File: src/rtl/core/nsrp_pkg.sv
// Package for the NDEF short record text parser: request and result types,
// status codes, header constants and the text/plain type table.
// No dependencies.
package nsrp_pkg;

    localparam logic [2:0] TNF_WELL_KNOWN = 3'd1;
    localparam logic [2:0] TNF_MEDIA      = 3'd2;
    localparam logic [7:0] MEDIA_TYPE_LEN = 8'h0A;
    localparam logic [7:0] TEXT_TYPE_CHAR = 8'h54;
    localparam logic [7:0] PAD_BYTE       = 8'h00;

    localparam int unsigned HDR_IL_BIT = 3;
    localparam int unsigned HDR_SR_BIT = 4;
    localparam int unsigned HDR_ME_BIT = 6;

    typedef enum logic [2:0] {
        ST_DATA     = 3'd0,
        ST_EMPTY    = 3'd1,
        ST_BAD_TNF  = 3'd2,
        ST_LONG     = 3'd3,
        ST_BAD_TYPE = 3'd4
    } status_t;

    typedef struct packed {
        logic [7:0] data_byte;
        logic       record_start;
    } item_t;

    typedef struct packed {
        logic [7:0] payload_byte;
        logic       payload_last;
        logic       message_end;
        logic [7:0] payload_length;
        status_t    status;
    } result_t;

    typedef struct packed {
        logic    fire;
        result_t data;
    } res_ctl_t;

    function automatic logic [7:0] media_char(input logic [3:0] idx);
        logic [7:0] c;
        case (idx)
            4'd0:    c = 8'h74;
            4'd1:    c = 8'h65;
            4'd2:    c = 8'h78;
            4'd3:    c = 8'h74;
            4'd4:    c = 8'h2F;
            4'd5:    c = 8'h70;
            4'd6:    c = 8'h6C;
            4'd7:    c = 8'h61;
            4'd8:    c = 8'h69;
            4'd9:    c = 8'h6E;
            default: c = PAD_BYTE;
        endcase
        return c;
    endfunction

endpackage

File: src/rtl/core/nsrp_in_stage.sv
// Input register of the NDEF short record text parser.
// Holds one request until the result slot can take its outcome.
// Depends on nsrp_pkg.
module nsrp_in_stage (
    input  logic           clk,
    input  logic           rst_n,
    input  logic           item_valid,
    output logic           item_ready,
    input  nsrp_pkg::item_t item,
    input  logic           slot_free,
    output logic           advance,
    output nsrp_pkg::item_t held
);

    logic            hold_valid_reg;
    logic            hold_valid_next;
    nsrp_pkg::item_t hold_item_reg;

    assign advance    = hold_valid_reg && slot_free;
    assign item_ready = !hold_valid_reg || advance;
    assign held       = hold_item_reg;

    always_comb
    begin
        hold_valid_next = hold_valid_reg;
        if (item_ready)
        begin
            hold_valid_next = item_valid;
        end
    end

    always_ff @(posedge clk or negedge rst_n)
    begin
        if (!rst_n)
        begin
            hold_valid_reg <= 1'b0;
        end
        else
        begin
            hold_valid_reg <= hold_valid_next;
        end
    end

    always_ff @(posedge clk)
    begin
        if (item_ready && item_valid)
        begin
            hold_item_reg <= item;
        end
    end

endmodule

File: src/rtl/core/nsrp_parser.sv
// Record parse state machine of the NDEF short record text parser.
// Tracks header fields and lengths, checks the type, and forms results.
// Depends on nsrp_pkg.
module nsrp_parser (
    input  logic              clk,
    input  logic              rst_n,
    input  logic              advance,
    input  nsrp_pkg::item_t   held,
    output nsrp_pkg::res_ctl_t res
);

    typedef enum logic [2:0] {
        PH_IDLE,
        PH_TYPELEN,
        PH_PAYLEN,
        PH_IDLEN,
        PH_TYPE,
        PH_ID,
        PH_PAYLOAD
    } phase_t;

    phase_t     phase_reg,       phase_next;
    logic [2:0] tnf_reg,         tnf_next;
    logic       id_present_reg,  id_present_next;
    logic       end_flag_reg,    end_flag_next;
    logic [7:0] type_len_reg,    type_len_next;
    logic [7:0] pay_len_reg,     pay_len_next;
    logic [7:0] id_len_reg,      id_len_next;
    logic [7:0] count_reg,       count_next;
    logic       type_ok_reg,     type_ok_next;

    logic [7:0]        b;
    logic [8:0]        count_inc;
    logic [7:0]        want;
    logic              type_ok_now;
    logic              fire;
    logic              last;
    logic [7:0]        out_byte;
    nsrp_pkg::status_t status;

    assign b         = held.data_byte;
    assign count_inc = {1'b0, count_reg} + 9'd1;

    always_comb
    begin
        if (tnf_reg == nsrp_pkg::TNF_MEDIA)
        begin
            want = (count_reg < 8'd10) ? nsrp_pkg::media_char(count_reg[3:0])
                                       : nsrp_pkg::PAD_BYTE;
        end
        else
        begin
            want = (count_inc < {1'b0, type_len_reg}) ? nsrp_pkg::PAD_BYTE
                                                      : nsrp_pkg::TEXT_TYPE_CHAR;
        end
    end

    assign type_ok_now = type_ok_reg && (b == want);

    always_comb
    begin
        phase_next      = phase_reg;
        tnf_next        = tnf_reg;
        id_present_next = id_present_reg;
        end_flag_next   = end_flag_reg;
        type_len_next   = type_len_reg;
        pay_len_next    = pay_len_reg;
        id_len_next     = id_len_reg;
        count_next      = count_reg;
        type_ok_next    = type_ok_reg;
        fire            = 1'b0;
        last            = 1'b1;
        out_byte        = 8'h00;
        status          = nsrp_pkg::ST_DATA;

        if (held.record_start)
        begin
            tnf_next        = b[2:0];
            id_present_next = b[nsrp_pkg::HDR_IL_BIT];
            end_flag_next   = b[nsrp_pkg::HDR_ME_BIT];
            type_len_next   = 8'h00;
            pay_len_next    = 8'h00;
            id_len_next     = 8'h00;
            count_next      = 8'h00;
            type_ok_next    = 1'b1;
            phase_next      = PH_IDLE;
            if (b[2:0] != nsrp_pkg::TNF_WELL_KNOWN && b[2:0] != nsrp_pkg::TNF_MEDIA)
            begin
                fire   = 1'b1;
                status = nsrp_pkg::ST_BAD_TNF;
            end
            else if (!b[nsrp_pkg::HDR_SR_BIT])
            begin
                fire   = 1'b1;
                status = nsrp_pkg::ST_LONG;
            end
            else
            begin
                phase_next = PH_TYPELEN;
            end
        end
        else
        begin
            case (phase_reg)
                PH_TYPELEN:
                begin
                    type_len_next = b;
                    if (b == 8'h00 ||
                        (tnf_reg == nsrp_pkg::TNF_MEDIA && b != nsrp_pkg::MEDIA_TYPE_LEN))
                    begin
                        phase_next = PH_IDLE;
                        fire       = 1'b1;
                        status     = nsrp_pkg::ST_BAD_TYPE;
                    end
                    else
                    begin
                        phase_next = PH_PAYLEN;
                    end
                end
                PH_PAYLEN:
                begin
                    pay_len_next = b;
                    count_next   = 8'h00;
                    phase_next   = id_present_reg ? PH_IDLEN : PH_TYPE;
                end
                PH_IDLEN:
                begin
                    id_len_next = b;
                    count_next  = 8'h00;
                    phase_next  = PH_TYPE;
                end
                PH_TYPE:
                begin
                    type_ok_next = type_ok_now;
                    if (count_inc < {1'b0, type_len_reg})
                    begin
                        count_next = count_inc[7:0];
                    end
                    else if (!type_ok_now)
                    begin
                        phase_next = PH_IDLE;
                        fire       = 1'b1;
                        status     = nsrp_pkg::ST_BAD_TYPE;
                    end
                    else if (id_present_reg && id_len_reg != 8'h00)
                    begin
                        count_next = 8'h00;
                        phase_next = PH_ID;
                    end
                    else
                    begin
                        count_next = 8'h00;
                        if (pay_len_reg == 8'h00)
                        begin
                            phase_next = PH_IDLE;
                            fire       = 1'b1;
                            status     = nsrp_pkg::ST_EMPTY;
                        end
                        else
                        begin
                            phase_next = PH_PAYLOAD;
                        end
                    end
                end
                PH_ID:
                begin
                    if (count_inc < {1'b0, id_len_reg})
                    begin
                        count_next = count_inc[7:0];
                    end
                    else
                    begin
                        count_next = 8'h00;
                        if (pay_len_reg == 8'h00)
                        begin
                            phase_next = PH_IDLE;
                            fire       = 1'b1;
                            status     = nsrp_pkg::ST_EMPTY;
                        end
                        else
                        begin
                            phase_next = PH_PAYLOAD;
                        end
                    end
                end
                PH_PAYLOAD:
                begin
                    fire     = 1'b1;
                    out_byte = b;
                    last     = (count_inc >= {1'b0, pay_len_reg});
                    if (last)
                    begin
                        phase_next = PH_IDLE;
                    end
                    else
                    begin
                        count_next = count_inc[7:0];
                    end
                end
                default:
                begin
                    phase_next = PH_IDLE;
                end
            endcase
        end
    end

    assign res.fire                = fire;
    assign res.data.payload_byte   = out_byte;
    assign res.data.payload_last   = last;
    assign res.data.message_end    = end_flag_next;
    assign res.data.payload_length = pay_len_next;
    assign res.data.status         = status;

    always_ff @(posedge clk or negedge rst_n)
    begin
        if (!rst_n)
        begin
            phase_reg      <= PH_IDLE;
            tnf_reg        <= 3'd0;
            id_present_reg <= 1'b0;
            end_flag_reg   <= 1'b0;
            type_len_reg   <= 8'h00;
            pay_len_reg    <= 8'h00;
            id_len_reg     <= 8'h00;
            count_reg      <= 8'h00;
            type_ok_reg    <= 1'b1;
        end
        else if (advance)
        begin
            phase_reg      <= phase_next;
            tnf_reg        <= tnf_next;
            id_present_reg <= id_present_next;
            end_flag_reg   <= end_flag_next;
            type_len_reg   <= type_len_next;
            pay_len_reg    <= pay_len_next;
            id_len_reg     <= id_len_next;
            count_reg      <= count_next;
            type_ok_reg    <= type_ok_next;
        end
    end

endmodule

File: src/rtl/core/nsrp_out_stage.sv
// Result register of the NDEF short record text parser.
// Loads a formed result and holds it until the consumer takes it.
// Depends on nsrp_pkg.
module nsrp_out_stage (
    input  logic               clk,
    input  logic               rst_n,
    input  logic               advance,
    input  nsrp_pkg::res_ctl_t res,
    output logic               slot_free,
    output logic               result_valid,
    input  logic               result_ready,
    output nsrp_pkg::result_t  result
);

    logic              out_valid_reg;
    logic              out_valid_next;
    nsrp_pkg::result_t out_data_reg;

    assign slot_free    = !out_valid_reg || result_ready;
    assign result_valid = out_valid_reg;
    assign result       = out_data_reg;

    always_comb
    begin
        out_valid_next = out_valid_reg;
        if (advance)
        begin
            out_valid_next = res.fire;
        end
        else if (result_ready)
        begin
            out_valid_next = 1'b0;
        end
    end

    always_ff @(posedge clk or negedge rst_n)
    begin
        if (!rst_n)
        begin
            out_valid_reg <= 1'b0;
        end
        else
        begin
            out_valid_reg <= out_valid_next;
        end
    end

    always_ff @(posedge clk)
    begin
        if (advance && res.fire)
        begin
            out_data_reg <= res.data;
        end
    end

endmodule

File: src/rtl/core/ndef_short_record_text_parser.sv
// Top level of the NDEF short record text parser: input register, parse logic, result register.
// Depends on nsrp_pkg, nsrp_in_stage, nsrp_parser and nsrp_out_stage.
//
// The block takes one record byte per cycle while the result side does not stall,
// and gives at most one result per byte. A byte passes through an input register
// and the parse state machine into a result register. result_valid rises when the
// result register loads the byte's result; the byte waits in the input register
// while the result slot is held. The parser updates its state as each byte advances.
// Bytes that produce no result (most header, length, type and ID bytes) still advance
// in turn. Result-side backpressure stalls the input only when both registers are full.
module ndef_short_record_text_parser (
    input  logic              clk,
    input  logic              rst_n,
    input  logic              item_valid,
    output logic              item_ready,
    input  nsrp_pkg::item_t   item,
    output logic              result_valid,
    input  logic              result_ready,
    output nsrp_pkg::result_t result
);

    logic               slot_free;
    logic               advance;
    nsrp_pkg::item_t    held;
    nsrp_pkg::res_ctl_t res;

    nsrp_in_stage u_in_stage (
        .clk        (clk),
        .rst_n      (rst_n),
        .item_valid (item_valid),
        .item_ready (item_ready),
        .item       (item),
        .slot_free  (slot_free),
        .advance    (advance),
        .held       (held)
    );

    nsrp_parser u_parser (
        .clk     (clk),
        .rst_n   (rst_n),
        .advance (advance),
        .held    (held),
        .res     (res)
    );

    nsrp_out_stage u_out_stage (
        .clk          (clk),
        .rst_n        (rst_n),
        .advance      (advance),
        .res          (res),
        .slot_free    (slot_free),
        .result_valid (result_valid),
        .result_ready (result_ready),
        .result       (result)
    );

endmodule

File: config.mk
export PLATFORM = sky130hd
export DESIGN_NAME = ndef_short_record_text_parser
export DESIGN_NICKNAME = d
export VERILOG_FILES = /design/src/rtl/core/nsrp_pkg.sv /design/src/rtl/core/nsrp_in_stage.sv /design/src/rtl/core/nsrp_parser.sv /design/src/rtl/core/nsrp_out_stage.sv /design/src/rtl/core/ndef_short_record_text_parser.sv
export SDC_FILE = /design/constraint.sdc
export NUM_CORES = 1
export LEC_CHECK = 0
export BUFFER_PORTS_ARGS = -buffer_cell sky130_fd_sc_hd__buf_4
export CORE_MARGIN = 1
export CORE_UTILIZATION = 35
export DETAILED_ROUTE_END_ITERATION = 6
export GPL_TIMING_DRIVEN = 0
export PLACE_DENSITY_LB_ADDON = 0.2
export SYNTH_ARGS = -nofsm -noshare
export SYNTH_HDL_FRONTEND = slang
export SYNTH_SLANG_ARGS = --single-unit
File: constraint.sdc
create_clock -name clk -period 4.1 [get_ports clk]
set_clock_uncertainty 0.15 [all_clocks]
set_input_delay 0 -clock clk [delete_from_list [all_inputs] [get_ports clk]]
set_output_delay 0 -clock clk [all_outputs]
set_load 0.03 [all_outputs]
[Word level (Yosys, flattened, before mapping)]
Memories as Yosys holds them, arrays and structs flattened.
Cells that the tools add are included.
Storage, ports and cells
  logic and storage cells: 121
  ROM bits: 112
  memories: 1
  input bits: 13
  output and inout bits: 23
  register bits after elaboration: 73
Cells by class
  bitwise operators: 1
  $add $sub $neg: 1
  $lt $le $gt $ge: 4
  reductions and logical operators: 28
  mux-type cells: 52
  equality and inequality tests: 16
Memory list
  (no name shown): depth 16, bits a word 7, rd ports 1, clocked after Yosys merged registers in 0, wr ports 0, RTL line nsrp_pkg.sv:44  | case (idx)
Operators with widths (count)
  8-bit two-way mux: 13
  3-bit two-way mux: 16
  8-bit one-hot mux with 4 select lines: 1
  9-bit by 8-bit less-than comparator with 1-bit output: 2
  3-bit one-hot mux with 6 select lines: 1
  8-bit zero test: 2
  1-bit two-way mux: 16
  8-bit by 1-bit adder with 9-bit output (second input constant): 1
  3-bit by 2-bit == test with 1-bit output (second input constant): 3
  3-bit == test (second input constant): 3
  9-bit by 8-bit greater-or-equal comparator with 1-bit output: 1
  3-bit inequality test (second input constant): 3
  3-bit one-hot mux with 3 select lines: 1
  8-bit == test: 1
  8-bit by 4-bit less-than comparator with 1-bit output (second input constant): 1
  8-bit by 4-bit inequality test with 1-bit output (second input constant): 1
  2-bit AND reduction: 4
  4-bit AND reduction: 2
  2-bit nonzero test: 4
  8-bit nonzero test: 1
  1-bit logical AND: 7
  7-bit two-way mux: 1
  3-bit by 2-bit inequality test with 1-bit output (second input constant): 2
  5-bit nonzero test: 1
  9 further kinds: 14

[Logic depth before layout (Yosys ltp)]
  depth in word-level cells: 11
  mapped depth: 14

[Hierarchy]
A second synthesis with hierarchy kept.
Second synthesis, totals
  cells, all modules: 437
  area total of the unflattened synthesis: 4372.9 µm²
By module, submodules not included
  nsrp_parser: times used 1, cells an instance 398, area each 3357.0 µm²
  nsrp_out_stage: times used 1, cells an instance 25, area each 685.7 µm²
  nsrp_in_stage: times used 1, cells an instance 14, area each 330.3 µm²

[Worst setup path before layout]
Ideal clock, no wire load.
  kind: register to register
  start: register u_parser.count_reg[0]
  end: register u_out_stage.out_data_reg (netlist bit u_out_stage.result[0]) (enable)
  slack: 198 ps
  arrival time: 3372 ps
  setup time: 380 ps
  stages on the path, launching flop included: 14
  clock period less this slack: 3902 ps
  path through: dfrtp_1 -> inv_1 -> nor3_1 -> nand3_1 -> xnor2_1 -> ha_1 -> and3_1 -> nor2b_1 -> a41oi_2 -> a21oi_1 -> mux2i_1 -> and4bb_1 -> o21ai_1 -> and3_1
On the way
  cells in the longest elaborated chain, start to end: 11
  elaborated cells between the ends (all ways): 16
RTL lines
  from (decl): RTL line nsrp_parser.sv:29  | logic [7:0] count_reg, count_next;
  from (signal assigned): RTL line nsrp_parser.sv:238  | count_reg <= count_next;
  8-bit by 1-bit adder with 9-bit output: RTL line nsrp_parser.sv:42  | assign count_inc = {1'b0, count_reg} + 9'd1;
  9-bit by 8-bit less-than comparator with 1-bit output: RTL line nsrp_parser.sv:53, nsrp_parser.sv:135
  7-bit two-way mux: RTL line nsrp_parser.sv:53  | want = (count_inc < {1'b0, type_len_reg}) ? nsrp_pkg::PAD_BYTE
  8-bit two-way mux: RTL line nsrp_parser.sv:46  | if (tnf_reg == nsrp_pkg::TNF_MEDIA)
  8-bit == test: RTL line nsrp_parser.sv:58  | assign type_ok_now = type_ok_reg && (b == want);
  1-bit logical AND: RTL line nsrp_parser.sv:58
  1-bit two-way mux: RTL line nsrp_parser.sv:139  | else if (!type_ok_now)
  1-bit two-way mux: RTL line nsrp_parser.sv:135  | if (count_inc < {1'b0, type_len_reg})
  1-bit one-hot mux with 4 select lines *: RTL line nsrp_parser.sv:104  | case (phase_reg)
  1-bit two-way mux *: RTL line nsrp_parser.sv:76  | if (held.record_start)
  1-bit logical AND *: RTL line nsrp_out_stage.sv:50  | if (advance && res.fire)
  to (signal assigned): RTL line nsrp_out_stage.sv:52  | out_data_reg <= res.data;
  to (decl): RTL line nsrp_out_stage.sv:17  | nsrp_pkg::result_t out_data_reg;
Every way passes the cells marked *; elsewhere a longest branch is shown, timed or not.
A chain may end at the register's enable or synchronous reset.

[Worst setup path after layout]
  start: register u_parser.count_reg[1]
  end: register u_out_stage.out_data_reg (netlist bit u_out_stage.result[13]) (enable)
Same word-level chain as after synthesis.

==> results by group <==
Yosys
  – Most frequent cells after synthesis: dfrtp_1 (42), nand2_1 (40), inv_1 (34), edfxtp_1 (30), ha_1 (29)
  – Sequential-to-total area share from yosys stat: 44.7%
  – Count leader, synth: dfrtp_1
  – Syn Area/Cell: 10.3 um2
  – Mapped cell area: 4430 um2
  – Mapped Nets: 473
  – Synth cell types: 71
  – Area share of the largest cell type after synthesis: 23.7%
  – Syn Inst Count: 431
  – Register bit total from synthesis: 73
  – Primary FF master, synth: dfrtp_1
  – Synthesis Warnings: 0
  – Synth area leader: dfrtp_1
  – Ys async rst share: 58.9%
  – Synth top area cells: dfrtp_1 (24%), edfxtp_1 (20%), ha_1 (8.2%)
  – Post-synth EDFFs: 30

Status
  – Outcome: finished clean

Power and ir drop
  – Switch share: 26.6%
  – Flop pwr share: 43.7%
  – Logic pwr share: 15.2%
  – Clock share of power: 41.1%
  – Total design power: 0.00193 W
  – Internal power: 0.00142 W
  – Switching power: 0.000514 W
  – Cell area power density: 357 nW/um2
  – Leakage: 2.19 nW
  – Worst vdd ir: 205 uV

Floorplanning
  – Ports: 36
  – Die extent in y: 114 um
  – Full die area: 13100 um2
  – Rows: 40
  – Initial Utilization: 36.4%
  – Core ar.: 12200 um2
  – Die width: 114 um

STA
  – Final Max Slew Viols: 0
  – RSZ-0062 raised after global routing: no
  – Fin. Hold Viols: 0
  – Minimum clock period after layout: 3.85 ns
  – Rel. slew slack: 32.3%
  – Fin crit share: 94.0%
  – Final setup violation count: 0
  – Worst-Margin Slew: 1.01 ns
  – Highest Clock Rate: 259 MHz

Global route
  – GR Overflow Total: 0
  – Vias in the first global route: 3604
  – Largest net degree at the start of global routing: 44
  – Initial antenna violation count: 0
  – Global-route wire length before repair: 18900 um
  – GRT Util Overall: 19.5%

Run
  – Max cap viols: 0

Clock tree
  – Clock buffer depth: 2
  – CTS tree: done
  – Sink Count: 73
  – Clock-pin slew on the worst setup and hold paths: 0.06 ns
  – Root Buffer: clkbuf_16
  – Htree depth: 3
  – Total CTS buffers: 9
  – Later-pin clock latency in the skew report: 0.33 ns

Setup path
  – Slowest-stage cell, CP: dfrtp_2
  – WP buf/inv: 0
  – Maximum net fanout on the critical path: 10
  – Crit path largest cell delay: 0.42 ns
  – CP Capture Type: flop
  – Startpoint Class: flop
  – Critical path depth in cells: 13
  – Reg2Reg Setup Slack: 0.25 ns
  – Critical Path RT: 3.99 ns
  – Crit path cell chain: ha_2 > nand2_1 > o21a_1 > or2_2 > ha_1 > and3_1 > nor2b_1 > a41oi_2 > a21oi_2 > mux2i_2 > and4bb_1 > o21ai_4 > and3_4
  – R2R cell count: 13
  – CP Class: flop to flop
  – WP data arrival: 3.74 ns
  – CP delay by family, top: simple AND/OR/NAND/NOR gates

Placement
  – Post-DP HPWL: 8260 um
  – # port buffers: 35
  – GP Congestion: 0.865

Drt
  – DRT iter0 DRCs: 188
  – DRC viols: 0
  – 1st-pass router iterations: 5
  – Total wire length: 11800 um
  – Post-route antenna net violation count: 0
  – Detailed-route via count: 3519
  – Routed len/inst: 17.7 um
  – Via-to-Cell Ratio: 5.27

Final layout
  – Area growth from synthesis to layout: 22.2%
  – Largest register FFs: 21
  – Diode count: 0
  – Share of layout cells above drive strength 1: 20.6%
  – Layout Nets: 537
  – Final core occ: 44.5%
  – Fill count: 1181

Worst hold path
  – Hold WC Path Type: primary input to asynchronous set/reset pin
[cell usage in the layout, fill, tap and decap left out, types with 8 or more instances in the layout]
cell type      count
edfxtp_1          30
dfrtp_1           39
nand3_1           12
buf_4             40
nor2_1            21
dlygate4sd3_1     13
a22o_1             8
ha_1              28
o21ai_0           22
o21ai_2            9
inv_1             34
clkbuf_1           9
nand2_1           40
clkbuf_16          9
a21oi_1           14
nor2b_1           10
and2_1            12
mux2i_1           15
[final cells by class]
type	count	area, um2	area share (%)
clock inverters	5	55.1	1.02
inverters	35	131	2.43
clock buffers	11	243	4.49
plain buffers	18	106	1.97
well taps	168	210	3.89
repair buffers	51	413	7.63
flip-flops and latches	73	1980	36.6
multi-input cells	307	2270	41.9
[stage by stage]
step | hold slack [ns] | area [um2] | setup TNS (ns) | cells | worst slack, ns
after floorplan | -0.446 | 4430 | 0 | 431 | 0.198
after global placement | -0.101 | 4900 | -18.57 | 634 | -0.873
after detailed placement | -0.0998 | 4900 | -20.54 | 634 | -0.936
after CTS | 0.0817 | 5370 | 0 | 665 | 0.0496
after global routing | 0.130 | 5410 | 0 | 668 | 0.0118
final | 0.0701 | 5410 | 0 | 668 | 0.246
[layer usage]
| layer | GRT usage, % | vias up | routed length, um |
|---|---|---|---|
| met5 | 0 | - | 0 |
| met4 | 7.88 | 0 | 295 |
| met3 | 3.44 | 22 | 548 |
| met2 | 33.1 | 102 | 5600 |
| met1 | 24.4 | 1710 | 5350 |
| li1 | - | 1685 | - |
[power by group through the flow]
stage	registers, W	logic, W	clock network (W)
CTS	0.000842	0.000293	0.000810
finish	0.000843	0.000294	0.000793
detailed placement	0.000857	0.000278	0
global placement	0.000854	0.000274	0
global route	0.000846	0.000321	0.000834
floorplan	0.000868	0.000164	0
[timing repair]
action	CTS	global route
setup buffers	1	1
pin swaps	2	0
setup endpoints to repair	33	21
gates cloned	1	1
hold buffers	13	0
endpoints found under the hold margin	54	0
gates resized for setup	8	5
[kinds of logic after synthesis]
group | after synthesis | share of synthesized area (%)
AOI/OAI and AO/OA | 106 | 17.3
buffers and inverters | 53 | 5.37
adders and majority gates | 29 | 8.20
DFF | 73 | 44.7
and+or+nand+nor | 140 | 17.7
muxes | 23 | 5.40
xor gates and xnor gates | 7 | 1.38
[worst paths after layout]
kind                                                        end                                  from
min reg2reg                u_parser.type_len_reg[3]$_DFFE_PN0P_  u_parser.type_len_reg[3]$_DFFE_PN0P_
min                           u_parser.count_reg[1]$_DFFE_PN0P_                                 rst_n
min in group clk                   u_in_stage.held[5]$_DFFE_PP_                               item[5]
max reg2reg                u_out_stage.result[13]$_SDFFCE_PP0P_     u_parser.count_reg[1]$_DFFE_PN0P_
max in group asynchronous     u_parser.count_reg[3]$_DFFE_PN0P_                                 rst_n
max                        u_out_stage.result[13]$_SDFFCE_PP0P_     u_parser.count_reg[1]$_DFFE_PN0P_
[worst reg2reg max path, cell delays in order (launching register included)]
cell      delay [ns]
dfrtp_2         0.42
ha_2            0.23
nand2_1         0.08
o21a_1          0.18
or2_2           0.36
ha_1            0.32
and3_1          0.20
nor2b_1         0.18
a41oi_2         0.10
a21oi_2         0.26
mux2i_2         0.28
and4bb_1        0.27
o21ai_4         0.23
and3_4          0.30
Power figures use the tool's default switching activity.
